===== config.mk =====
export PLATFORM = sky130hd
export DESIGN_NAME = fixed_partition_fit_allocator
export DESIGN_NICKNAME = d
export VERILOG_FILES = /design/src/design/fpfa_pkg.sv /design/src/design/fixed_partition_fit_allocator.sv
export SDC_FILE = /design/constraint.sdc
export NUM_CORES = 1
export LEC_CHECK = 0
export ABC_AREA = 1
export BUFFER_PORTS_ARGS = -buffer_cell sky130_fd_sc_hd__buf_2
export CAP_MARGIN = 20
export CORE_AREA = 2 2 371 373
export DETAILED_ROUTE_END_ITERATION = 16
export DIE_AREA = 0 0 373 375
export PLACE_DENSITY = 0.56
export SETUP_SLACK_MARGIN = 0.05
export SYNTH_ARGS = -nofsm -noshare
export SYNTH_HDL_FRONTEND = slang
export SYNTH_SLANG_ARGS = --single-unit

===== constraint.sdc =====
create_clock -name clk -period 11.3 [get_ports clk]
set_input_delay 2.825 -clock clk [delete_from_list [all_inputs] [get_ports clk]]
set_output_delay 2.825 -clock clk [all_outputs]
set_load 0.03 [all_outputs]

===== src/design/fpfa_pkg.sv =====
`default_nettype none
// ----------------------------------------------------------------------------
// fpfa_pkg
// Request and response beat types and code constants for the fixed partition
// fit allocator.
// ----------------------------------------------------------------------------
package fpfa_pkg;

  localparam logic [1:0] ACT_LOAD  = 2'd0;
  localparam logic [1:0] ACT_PLACE = 2'd1;
  localparam logic [1:0] ACT_SWAP  = 2'd2;
  localparam logic [1:0] ACT_STATS = 2'd3;

  localparam logic [1:0] MODE_FIRST = 2'd0;
  localparam logic [1:0] MODE_BEST  = 2'd1;
  localparam logic [1:0] MODE_WORST = 2'd2;

  localparam logic [2:0] ST_OK       = 3'd0;
  localparam logic [2:0] ST_NOFIT    = 3'd1;
  localparam logic [2:0] ST_NOVICTIM = 3'd2;
  localparam logic [2:0] ST_SMALL    = 3'd3;
  localparam logic [2:0] ST_FULL     = 3'd4;

  typedef struct packed {
    logic [1:0]  action;
    logic [15:0] part_start;
    logic [15:0] part_end;
    logic        part_is_free;
    logic [7:0]  proc_id;
    logic [15:0] proc_size;
    logic [7:0]  victim_id;
  } req_t;

  typedef struct packed {
    logic [2:0]  status;
    logic [3:0]  part_index;
    logic [15:0] waste;
    logic [4:0]  free_parts;
    logic [19:0] free_space;
    logic [4:0]  frag_parts;
    logic [19:0] frag_space;
  } rsp_t;

endpackage
`default_nettype wire


===== src/design/fixed_partition_fit_allocator.sv =====
`default_nettype none
// ----------------------------------------------------------------------------
// fixed_partition_fit_allocator
// Fixed partition table with first, best and worst fit placement, swap and
// statistics.
//
// Requests are taken when start is high and busy is low. Every request gives
// one response beat, marked by out_valid for one cycle; the receiver cannot
// stall it. fit_mode is written on the cfg channel (always ready) while idle,
// which the user must keep; the block does not enforce it. Load: done in the
//   accept cycle, response next cycle; busy stays low for back-to-back loads.
// Place, swap, statistics: the partition table sits in a single-port RAM with
//   a registered read and is read one entry per cycle over the loaded
//   partitions. busy stays high until the response beat, so no new request
//   is taken before it; a chosen place or swap entry is written back at the
//   edge that raises out_valid.
// Reset clears the partition count, the used bits and fit_mode; sizes,
// owners and waste are not cleared, since only loaded entries are read.
// ----------------------------------------------------------------------------
module fixed_partition_fit_allocator #(
  parameter int NUM_PARTS = 16,
  parameter int ADDR_BITS = 16
) (
  input  wire logic          clk,
  input  wire logic          rst_n,
  input  wire logic          start,
  output logic               busy,
  input  wire fpfa_pkg::req_t in_data,
  output logic               out_valid,
  output fpfa_pkg::rsp_t     out_data,
  input  wire logic          cfg_valid,
  output logic               cfg_ready,
  input  wire logic [1:0]    cfg_data
);
  import fpfa_pkg::*;

  localparam int IDX_W = (NUM_PARTS > 1) ? $clog2(NUM_PARTS) : 1;
  localparam int CNT_W = $clog2(NUM_PARTS + 1);
  localparam logic [15:0] ADDR_MASK =
    (ADDR_BITS >= 16) ? 16'hFFFF : 16'((32'd1 << ADDR_BITS) - 32'd1);

  typedef struct packed {
    logic [15:0] size;
    logic [7:0]  owner;
    logic [15:0] waste;
  } ent_t;

  typedef enum logic [1:0] {S_IDLE, S_SCAN, S_FIN} state_t;

  state_t                state_r, state_nxt;
  logic [CNT_W-1:0]      cnt_r, cnt_nxt;
  logic [1:0]            mode_r, mode_nxt;
  req_t                  req_r, req_nxt;
  logic [NUM_PARTS-1:0]  used_r, used_nxt;
  logic [CNT_W-1:0]      rd_idx_r, rd_idx_nxt;
  logic                  rd_vld_r, rd_vld_nxt;
  logic [IDX_W-1:0]      dat_idx_r, dat_idx_nxt;
  logic                  found_r, found_nxt;
  logic [IDX_W-1:0]      pick_r, pick_nxt;
  logic [15:0]           pick_w_r, pick_w_nxt;
  logic [15:0]           pick_size_r, pick_size_nxt;
  logic [CNT_W-1:0]      fp_r, fp_nxt;
  logic [19:0]           fs_r, fs_nxt;
  logic [CNT_W-1:0]      gp_r, gp_nxt;
  logic [19:0]           gs_r, gs_nxt;
  logic                  out_valid_r, out_valid_nxt;
  rsp_t                  out_data_r, out_data_nxt;

  ent_t                  mem [NUM_PARTS];
  ent_t                  mem_q;
  logic                  used_q;
  logic                  mem_we;
  logic [IDX_W-1:0]      mem_waddr;
  ent_t                  mem_wdata;
  logic                  issue;

  logic [15:0]           start_m, end_m, load_size;
  logic                  fits;
  logic [15:0]           w;

  assign busy      = (state_r != S_IDLE);
  assign cfg_ready = 1'b1;
  assign out_valid = out_valid_r;
  assign out_data  = out_data_r;

  assign start_m   = in_data.part_start & ADDR_MASK;
  assign end_m     = in_data.part_end & ADDR_MASK;
  assign load_size = (end_m >= start_m) ? (end_m - start_m) : 16'd0;

  assign issue = (state_r == S_SCAN) && (rd_idx_r < cnt_r);
  assign fits  = (mem_q.size >= req_r.proc_size);
  assign w     = mem_q.size - req_r.proc_size;

  always_comb begin
    state_nxt     = state_r;
    cnt_nxt       = cnt_r;
    mode_nxt      = mode_r;
    req_nxt       = req_r;
    used_nxt      = used_r;
    rd_idx_nxt    = rd_idx_r;
    rd_vld_nxt    = 1'b0;
    dat_idx_nxt   = dat_idx_r;
    found_nxt     = found_r;
    pick_nxt      = pick_r;
    pick_w_nxt    = pick_w_r;
    pick_size_nxt = pick_size_r;
    fp_nxt        = fp_r;
    fs_nxt        = fs_r;
    gp_nxt        = gp_r;
    gs_nxt        = gs_r;
    out_valid_nxt = 1'b0;
    out_data_nxt  = out_data_r;
    mem_we        = 1'b0;
    mem_waddr     = cnt_r[IDX_W-1:0];
    mem_wdata     = '0;

    if (cfg_valid && cfg_ready) begin
      mode_nxt = cfg_data;
    end

    case (state_r)
      S_IDLE: begin
        if (start) begin
          req_nxt = in_data;
          if (in_data.action == ACT_LOAD) begin
            out_valid_nxt = 1'b1;
            out_data_nxt  = '0;
            if (cnt_r == CNT_W'(NUM_PARTS)) begin
              out_data_nxt.status = ST_FULL;
            end else begin
              mem_we          = 1'b1;
              mem_wdata.size  = load_size;
              mem_wdata.owner = in_data.part_is_free ? 8'd0 : in_data.proc_id;
              mem_wdata.waste = 16'd0;
              used_nxt[cnt_r[IDX_W-1:0]] = !in_data.part_is_free;
              cnt_nxt = cnt_r + CNT_W'(1);
              out_data_nxt.status     = ST_OK;
              out_data_nxt.part_index = 4'(cnt_r);
            end
          end else begin
            found_nxt  = 1'b0;
            pick_nxt   = '0;
            pick_w_nxt = '0;
            fp_nxt     = '0;
            fs_nxt     = '0;
            gp_nxt     = '0;
            gs_nxt     = '0;
            rd_idx_nxt = '0;
            state_nxt  = (cnt_r == '0) ? S_FIN : S_SCAN;
          end
        end
      end

      S_SCAN: begin
        rd_vld_nxt = issue;
        if (issue) begin
          rd_idx_nxt  = rd_idx_r + CNT_W'(1);
          dat_idx_nxt = rd_idx_r[IDX_W-1:0];
        end
        if (rd_vld_r) begin
          case (req_r.action)
            ACT_PLACE: begin
              if (!used_q && fits) begin
                if (!found_r ||
                    (mode_r == MODE_BEST && w < pick_w_r) ||
                    (mode_r == MODE_WORST && w > pick_w_r)) begin
                  found_nxt     = 1'b1;
                  pick_nxt      = dat_idx_r;
                  pick_w_nxt    = w;
                  pick_size_nxt = mem_q.size;
                end
              end
            end
            ACT_SWAP: begin
              if (!found_r && used_q && mem_q.owner == req_r.victim_id) begin
                found_nxt     = 1'b1;
                pick_nxt      = dat_idx_r;
                pick_size_nxt = mem_q.size;
              end
            end
            default: begin
              if (!used_q) begin
                fp_nxt = fp_r + CNT_W'(1);
                fs_nxt = fs_r + 20'(mem_q.size);
              end else if (mem_q.waste != 16'd0) begin
                gp_nxt = gp_r + CNT_W'(1);
                gs_nxt = gs_r + 20'(mem_q.waste);
              end
            end
          endcase
          if (CNT_W'(dat_idx_r) == cnt_r - CNT_W'(1)) begin
            state_nxt = S_FIN;
          end
        end
      end

      S_FIN: begin
        out_valid_nxt = 1'b1;
        out_data_nxt  = '0;
        mem_waddr     = pick_r;
        state_nxt     = S_IDLE;
        case (req_r.action)
          ACT_PLACE: begin
            if (found_r) begin
              mem_we          = 1'b1;
              mem_wdata.size  = pick_size_r;
              mem_wdata.owner = req_r.proc_id;
              mem_wdata.waste = pick_w_r;
              used_nxt[pick_r] = 1'b1;
              out_data_nxt.status     = ST_OK;
              out_data_nxt.part_index = 4'(pick_r);
              out_data_nxt.waste      = pick_w_r;
            end else begin
              out_data_nxt.status = ST_NOFIT;
            end
          end
          ACT_SWAP: begin
            if (!found_r) begin
              out_data_nxt.status = ST_NOVICTIM;
            end else if (pick_size_r < req_r.proc_size) begin
              out_data_nxt.status = ST_SMALL;
            end else begin
              mem_we          = 1'b1;
              mem_wdata.size  = pick_size_r;
              mem_wdata.owner = req_r.proc_id;
              mem_wdata.waste = pick_size_r - req_r.proc_size;
              out_data_nxt.status     = ST_OK;
              out_data_nxt.part_index = 4'(pick_r);
              out_data_nxt.waste      = pick_size_r - req_r.proc_size;
            end
          end
          default: begin
            out_data_nxt.status     = ST_OK;
            out_data_nxt.free_parts = 5'(fp_r);
            out_data_nxt.free_space = fs_r;
            out_data_nxt.frag_parts = 5'(gp_r);
            out_data_nxt.frag_space = gs_r;
          end
        endcase
      end

      default: begin
        state_nxt = S_IDLE;
      end
    endcase
  end

  always_ff @(posedge clk) begin
    if (!rst_n) begin
      state_r     <= S_IDLE;
      cnt_r       <= '0;
      mode_r      <= MODE_FIRST;
      used_r      <= '0;
      rd_vld_r    <= 1'b0;
      out_valid_r <= 1'b0;
    end else begin
      state_r     <= state_nxt;
      cnt_r       <= cnt_nxt;
      mode_r      <= mode_nxt;
      used_r      <= used_nxt;
      rd_vld_r    <= rd_vld_nxt;
      out_valid_r <= out_valid_nxt;
    end
    req_r       <= req_nxt;
    rd_idx_r    <= rd_idx_nxt;
    dat_idx_r   <= dat_idx_nxt;
    found_r     <= found_nxt;
    pick_r      <= pick_nxt;
    pick_w_r    <= pick_w_nxt;
    pick_size_r <= pick_size_nxt;
    fp_r        <= fp_nxt;
    fs_r        <= fs_nxt;
    gp_r        <= gp_nxt;
    gs_r        <= gs_nxt;
    out_data_r  <= out_data_nxt;
  end

  always_ff @(posedge clk) begin
    if (mem_we) begin
      mem[mem_waddr] <= mem_wdata;
    end
    if (issue) begin
      mem_q  <= mem[rd_idx_r[IDX_W-1:0]];
      used_q <= used_r[rd_idx_r[IDX_W-1:0]];
    end
  end

  a_cnt_bound: assert property (@(posedge clk) disable iff (!rst_n)
    cnt_r <= CNT_W'(NUM_PARTS))
    else $error("partition count above table depth");

  a_load_count: assert property (@(posedge clk) disable iff (!rst_n)
    (start && !busy && in_data.action == ACT_LOAD && cnt_r != CNT_W'(NUM_PARTS))
    |=> (cnt_r == $past(cnt_r) + CNT_W'(1)) && out_valid)
    else $error("load did not advance the partition count");

  a_fin_result: assert property (@(posedge clk) disable iff (!rst_n)
    (state_r == S_FIN) |=> out_valid && !busy)
    else $error("final step gave no response beat");

  a_rd_in_scan: assert property (@(posedge clk) disable iff (!rst_n)
    rd_vld_r |-> $past(state_r == S_SCAN) && (state_r == S_SCAN))
    else $error("read data valid outside a scan");

  a_no_write_in_scan: assert property (@(posedge clk) disable iff (!rst_n)
    (state_r == S_SCAN) |-> !mem_we && (cnt_r == $past(cnt_r)))
    else $error("table modified during a scan");

endmodule
`default_nettype wire


==> flow_metrics.tcl, run 1 <==
set metrics [dict create \
    run_status "finished, final reports clean" \
    synth_area_leaders "sky130_fd_sc_hd__edfxtp_1, sky130_fd_sc_hd__o21ai_0, sky130_fd_sc_hd__nor2_1" \
    switching_power_uw 2350 \
    core.rowCount 136 \
    internal_power_uw 5960 \
    cts_hold_buf 0 \
    finalCritPeriodShare 0.452 \
    mostFrequentLayoutCells "sky130_fd_sc_hd__edfxtp_1, sky130_fd_sc_hd__nor2_1, sky130_fd_sc_hd__o21ai_0" \
    hold_viol_final 0 \
    grt_first_pass_wirelength_um 167000 \
    layout-drive-gt1-share 0.116 \
    cts_inserted_buffers 98 \
    synthesis.area_mm2 0.0404 \
    synth.distinct_cells 56 \
    power_per_cell_area_mw_per_mm2 179 \
    max_clock_freq_mhz 196 \
    dr_pass1_iterations 6 \
    final_critical_path_setup_slack_ns 6.20 \
    final_util 0.341 \
    commonest_non_fill_non_tap_cell_in_the_layout "sky130_fd_sc_hd__edfxtp_1" \
    cell_accounting_for_the_most_synthesized_area "sky130_fd_sc_hd__edfxtp_1" \
    routed_wire_length_per_instance_um 20.0 \
    power_frac_seq 0.469 \
    post-route-cell-area_mm2 0.0465 \
    grt_overflow_total 0 \
    drt-total-wl_um 111000 \
    synth_async_sr_flop_share 0 \
    leakage_uw 0.0173 \
    max_cap_violations 0 \
    clockBufferDepth 3 \
    remaining_drc_errors 0 \
    path_clk_slew_ns 0.06 \
    unrepaired_setup_endpoints_after_global_routing "false" \
    maximum_number_of_pins_on_one_net_before_global_route_repair 231 \
    number_of_storage_elements_in_the_synthesis_netlist 911 \
    synth-seq-area-share 0.670 \
    final_gp_congestion 0.891 \
    synth_cells 3535 \
    synthFlopType "sky130_fd_sc_hd__edfxtp_1" \
    finalSetupViolations 0 \
    synthesis.yosys.warnings 0 \
    ioPinCount 149 \
    power.switching_fraction 0.283 \
    setup_tns_ns 0 \
    drt-initial-drc-count 2619 \
    power_frac_comb 0.157 \
    core_area_mm2 0.136 \
    cts_resized 0 \
    crit_type "in -> reg" \
    fp.dieW_um 373 \
    worstSetupEndpointType "flop" \
    routed_via_density 4.93 \
    start_util 0.296 \
    vias_after_detailed_routing 27400 \
    clock-sinks 911 \
    startpoint_type "primary input" \
    die_y_um 375 \
    synth_largest_type_area_fraction 0.657 \
    dp_hpwl_um 67400 \
    drv_slew 0 \
    synth_enable_flop_cells 884 \
    place_ws_ns 5.44 \
    nets 3871 \
    maxSlewHeadroom 0.287 \
    final_period_minus_worst_setup_slack_ns 5.10 \
    area_delta_synth_final_pct 15.0 \
    crit_fanout 16 \
    drtAntennaViolNets 0 \
    cts_root_buf "sky130_fd_sc_hd__clkbuf_16" \
    nets_in_the_synthesized_netlist 3722 \
    ir_drop_mv 0.150 \
    place_area_mm2 0.0433 \
    critPathRequiredTime_ns 11.61 \
    insertion_delay_ns 0.70 \
    post_synth.cell_area_avg_um2 11.4 \
    via_count_of_the_first_global_routing_pass 26400 \
    i_o_buffers 147 \
    clock_tree_from_tritoncts "yes" \
    critical_path_arrival_ns 5.41 \
    min-delay-path-class "reg -> reg" \
    worst-slew-pin-transition_ns 1.06 \
    grt_util_all_layers 0.156 \
    htree_num_levels 3 \
    area_of_the_die_mm2 0.140 \
    setup_buffers_after_cts 0 \
    rrSetupSlack_ns 7.10 \
    pwr-share-clk 0.374 \
    clock_skew_ns 0.0412 \
    antenna_violations_before_repair 9 \
]
-- power by group through the flow --
stage          clock network (µW)  logic, µW  registers [µW]
6_report                     3110       1300            3890
5_1_grt                      3310       1460            3900
4_1_cts                      3170       1310            3900
3_5_place_dp                    0       1310            3970
3_3_place_gp                    0       1290            3960
2_1_floorplan                   0        841            3990
-- routing by layer --
metal  global-route usage  wire [µm]  vias up
li1                     -          -    13000
met1                0.208      48800    13400
met2                0.260      52700      784
met3               0.0236       6320      172
met4               0.0515       3450        4
met5                    0         21        -
-- metrics by stage --
stage | hold slack [ns] | total power [µW] | cells
after floorplan | 0.449 | 4840 | 3535
after global placement | 0.469 | 5260 | 5368
after detailed placement | 0.475 | 5270 | 5371
after CTS | 0.485 | 8380 | 5551
after global routing | 0.520 | 8670 | 5559
final | 0.482 | 8310 | 5562
-- synthesized netlist by cell type, types with 13 or more instances --
| cell | instances |
|---|---|
| sky130_fd_sc_hd__edfxtp_1 | 884 |
| sky130_fd_sc_hd__nor2_1 | 542 |
| sky130_fd_sc_hd__o21ai_0 | 424 |
| sky130_fd_sc_hd__nand2_1 | 386 |
| sky130_fd_sc_hd__inv_1 | 277 |
| sky130_fd_sc_hd__a21oi_1 | 172 |
| sky130_fd_sc_hd__nand3_1 | 156 |
| sky130_fd_sc_hd__clkbuf_1 | 114 |
| sky130_fd_sc_hd__ha_1 | 109 |
| sky130_fd_sc_hd__o22ai_1 | 106 |
| sky130_fd_sc_hd__o221ai_1 | 65 |
| sky130_fd_sc_hd__buf_2 | 35 |
| sky130_fd_sc_hd__dfxtp_1 | 27 |
| sky130_fd_sc_hd__nor3_1 | 22 |
| sky130_fd_sc_hd__xor2_1 | 21 |
| sky130_fd_sc_hd__xnor2_1 | 17 |
| sky130_fd_sc_hd__o211ai_1 | 16 |
| sky130_fd_sc_hd__o21ai_1 | 16 |
| sky130_fd_sc_hd__nand4_1 | 15 |
| sky130_fd_sc_hd__nand2_2 | 14 |
| sky130_fd_sc_hd__o21bai_1 | 13 |
-- flip-flops by register name, indices dropped and copies added, names as in the netlist, 2 cells and up --
signal and count:
cnt_r 5, dat_idx_r 4, fp_r 5, fs_r 20, gp_r 5, gs_r 20
mem 640, mem_q 40, mode_r 2, out_data 73, pick_r 4, pick_size_r 16
pick_w_r 16, rd_idx_r 5, req_r 34, state_r 2, used_r 16
-- logic make-up after synthesis --
kind of cell    after synthesis  synth area share
other cells                   1         0.0000928
compound gates              858             0.122
fa+ha+maj                   114            0.0362
flops                       911             0.670
xor+xnor                     38           0.00824
simple gates               1159             0.118
buf+inv                     454            0.0455
-- cell type report --
cell class,count,area [µm²]
Inverter,291,1110
Sequential cell,911,27100
Antenna cell,4,10.0
Clock inverter,53,544
Fill cell,13400,89800
Tap cell,1794,2240
Clock buffer,127,2570
Timing Repair Buffer,212,1240
Multi-Input combinational cell,2170,11700
-- worst paths after layout --
path                       startpoint                      to  depth (start not counted)
min reg2reg    used_r[4]$_SDFFE_PN0P_  used_r[4]$_SDFFE_PN0P_                          2
max                       in_data[33]   mem[13][39]$_DFFE_PP_                         15
min            used_r[4]$_SDFFE_PN0P_  used_r[4]$_SDFFE_PN0P_                          2
max reg2reg  pick_size_r[0]$_DFFE_PP_   mem[12][39]$_DFFE_PP_                         17
-- worst max-delay path: stages --
cell,delay [ns]
sky130_fd_sc_hd__buf_2,0.10
sky130_fd_sc_hd__inv_1,0.04
sky130_fd_sc_hd__ha_1,0.18
sky130_fd_sc_hd__inv_1,0.06
sky130_fd_sc_hd__fa_1,0.40
sky130_fd_sc_hd__inv_1,0.07
sky130_fd_sc_hd__o21ai_1,0.12
sky130_fd_sc_hd__a21oi_1,0.32
sky130_fd_sc_hd__inv_1,0.08
sky130_fd_sc_hd__nand2_1,0.06
sky130_fd_sc_hd__nand3_1,0.07
sky130_fd_sc_hd__nand2_1,0.38
sky130_fd_sc_hd__inv_1,0.20
sky130_fd_sc_hd__nand3_1,0.19
sky130_fd_sc_hd__nand2_1,0.31
Power figures use the tool's default switching activity.
==> run 2: changes to the inputs <==
==> constraint.sdc (replaced) <==
create_clock -name clk -period 5.04 [get_ports clk]
set_input_delay 1.26 -clock clk [delete_from_list [all_inputs] [get_ports clk]]
set_output_delay 1.26 -clock clk [all_outputs]
set_load 0.03 [all_outputs]
==> flow_metrics.tcl, run 2 (synthesis results as in run 1) <==
set metrics [dict create \
    run_status "finished, final reports clean" \
    via_count_of_the_first_global_routing_pass 26600 \
    place_area_mm2 0.0435 \
    dp_hpwl_um 70200 \
    grt_overflow_total 0 \
    unrepaired_setup_endpoints_after_global_routing "false" \
    finalSetupViolations 0 \
    finalCritPeriodShare 0.774 \
    cts_root_buf "sky130_fd_sc_hd__clkbuf_16" \
    ir_drop_mv 0.311 \
    remaining_drc_errors 0 \
    grt_first_pass_wirelength_um 170000 \
    cts_hold_buf 0 \
    critical_path_arrival_ns 4.26 \
    crit_path_start "mem_q[24]$_DFFE_PP_" \
    i_o_buffers 147 \
    startpoint_type "flop" \
    hold_path_startpoint "used_r[3]$_SDFFE_PN0P_" \
    start_util 0.296 \
    area_of_the_die_mm2 0.140 \
    mostFrequentLayoutCells "sky130_fd_sc_hd__edfxtp_1, sky130_fd_sc_hd__nor2_1, sky130_fd_sc_hd__o21ai_0" \
    switching_power_uw 5230 \
    post-route-cell-area_mm2 0.0467 \
    drtAntennaViolNets 0 \
    fp.dieW_um 373 \
    ioPinCount 149 \
    setup_buffers_after_cts 0 \
    critPathRequiredTime_ns 5.39 \
    htree_num_levels 3 \
    largest_reg_flops 640 \
    final_period_minus_worst_setup_slack_ns 3.90 \
    dr_pass1_iterations 6 \
    internal_power_uw 13500 \
    clock-sinks 911 \
    final_gp_congestion 0.892 \
    final_critical_path_setup_slack_ns 1.14 \
    drt-total-wl_um 114000 \
    worst-slew-pin-transition_ns 1.12 \
    area_delta_synth_final_pct 15.4 \
    pwr-share-clk 0.375 \
    max_cap_violations 0 \
    maxSlewHeadroom 0.253 \
    cts_inserted_buffers 96 \
    core.rowCount 136 \
    final_util 0.342 \
    power.switching_fraction 0.279 \
    commonest_non_fill_non_tap_cell_in_the_layout "sky130_fd_sc_hd__edfxtp_1" \
    worstSetupEndpointType "flop" \
    clock_skew_ns 0.0259 \
    insertion_delay_ns 0.68 \
    maximum_number_of_pins_on_one_net_before_global_route_repair 163 \
    min-delay-path-class "reg -> reg" \
    routed_wire_length_per_instance_um 20.4 \
    routed_via_density 4.97 \
    power_frac_comb 0.158 \
    vias_after_detailed_routing 27600 \
    die_y_um 375 \
    leakage_uw 0.0174 \
    place_ws_ns 0.682 \
    drt-initial-drc-count 2372 \
    nets 3878 \
    clock_tree_from_tritoncts "yes" \
    grt_util_all_layers 0.159 \
    max_flop_register "mem" \
    power_frac_seq 0.466 \
    antenna_violations_before_repair 10 \
    clockBufferDepth 3 \
    setup_tns_ns 0 \
    path_clk_slew_ns 0.06 \
    crit_type "reg -> reg" \
    cts_resized 0 \
    core_area_mm2 0.136 \
    layout-drive-gt1-share 0.116 \
    crit-reg2reg-launch "mem_q[24]$_DFFE_PP_" \
    crit_fanout 16 \
    drv_slew 0 \
    max_clock_freq_mhz 256 \
    hold_viol_final 0 \
    power_per_cell_area_mw_per_mm2 402 \
]
[run 2: cell count changes in the layout (fill, tap and decap cells not counted), sizes merged]
| cell | delta |
|---|---|
| clkinvlp | -3 |
| clkbuf | -4 |
| bufinv | +4 |
| clkinv | -1 |
| buf | +8 |
| diode | -3 |
| inv | +1 |
[run 2: cell type report]
type                            instances  area, µm²
Fill cell                           13400      89600
Sequential cell                       911      27100
Multi-Input combinational cell       2170      11600
Clock buffer                          122       2540
Tap cell                             1794       2240
Timing Repair Buffer                  221       1450
Inverter                              291       1110
Clock inverter                         54        564
Antenna cell                            1       2.50
[run 2: stage by stage]
stage | power, µW | cells | hold slack, ns
3_3_place_gp | 11800 | 5381 | 0.467
4_1_cts | 18900 | 5560 | 0.479
2_1_floorplan | 10800 | 3535 | 0.449
5_1_grt | 19600 | 5563 | 0.511
3_5_place_dp | 11900 | 5384 | 0.470
6_report | 18800 | 5564 | 0.479
[run 2: worst paths after layout]
kind                            slack, ns  cells after the start                       end
worst max-delay path                 1.14                     23  pick_size_r[9]$_DFFE_PP_
worst min-delay path                 0.48                      2    used_r[3]$_SDFFE_PN0P_
worst max register to register       1.14                     23  pick_size_r[9]$_DFFE_PP_
worst min register to register       0.48                      2    used_r[3]$_SDFFE_PN0P_
[run 2: critical path: stages, from the launching register on]
cell                       delay (ns)
sky130_fd_sc_hd__edfxtp_1        0.44
sky130_fd_sc_hd__inv_1           0.08
sky130_fd_sc_hd__ha_1            0.18
sky130_fd_sc_hd__inv_1           0.06
sky130_fd_sc_hd__fa_1            0.41
sky130_fd_sc_hd__nand3_1         0.10
sky130_fd_sc_hd__nand2_1         0.12
sky130_fd_sc_hd__nand2_1         0.11
sky130_fd_sc_hd__nand2_1         0.09
sky130_fd_sc_hd__nand3_1         0.08
sky130_fd_sc_hd__nand3_1         0.08
sky130_fd_sc_hd__xor2_1          0.33
sky130_fd_sc_hd__inv_1           0.08
sky130_fd_sc_hd__ha_1            0.30
sky130_fd_sc_hd__nand3_1         0.09
sky130_fd_sc_hd__nand2_1         0.06
sky130_fd_sc_hd__a21oi_1         0.21
sky130_fd_sc_hd__nand3_1         0.11
sky130_fd_sc_hd__nand2_1         0.06
sky130_fd_sc_hd__nor2_1          0.06
sky130_fd_sc_hd__nand2_1         0.06
sky130_fd_sc_hd__nand3_1         0.06
sky130_fd_sc_hd__nor2_1          0.11
sky130_fd_sc_hd__buf_4           0.28
[run 2: layer usage]
metal | vias up | global-route usage | routed length [µm]
met5 | - | 0 | 21
met4 | 4 | 0.0476 | 3090
met3 | 190 | 0.0233 | 7080
met2 | 940 | 0.266 | 53600
met1 | 13500 | 0.214 | 49700
li1 | 13000 | - | -
[run 2: power by group through the flow]
| stage | sequential, µW | clock [µW] | combinational, µW |
|---|---|---|---|
| after floorplan | 8960 | 0 | 1890 |
| after global placement | 8900 | 0 | 2940 |
| after detailed placement | 8900 | 0 | 2960 |
| after CTS | 8750 | 7190 | 2980 |
| after global routing | 8770 | 7480 | 3300 |
| final | 8740 | 7040 | 2970 |
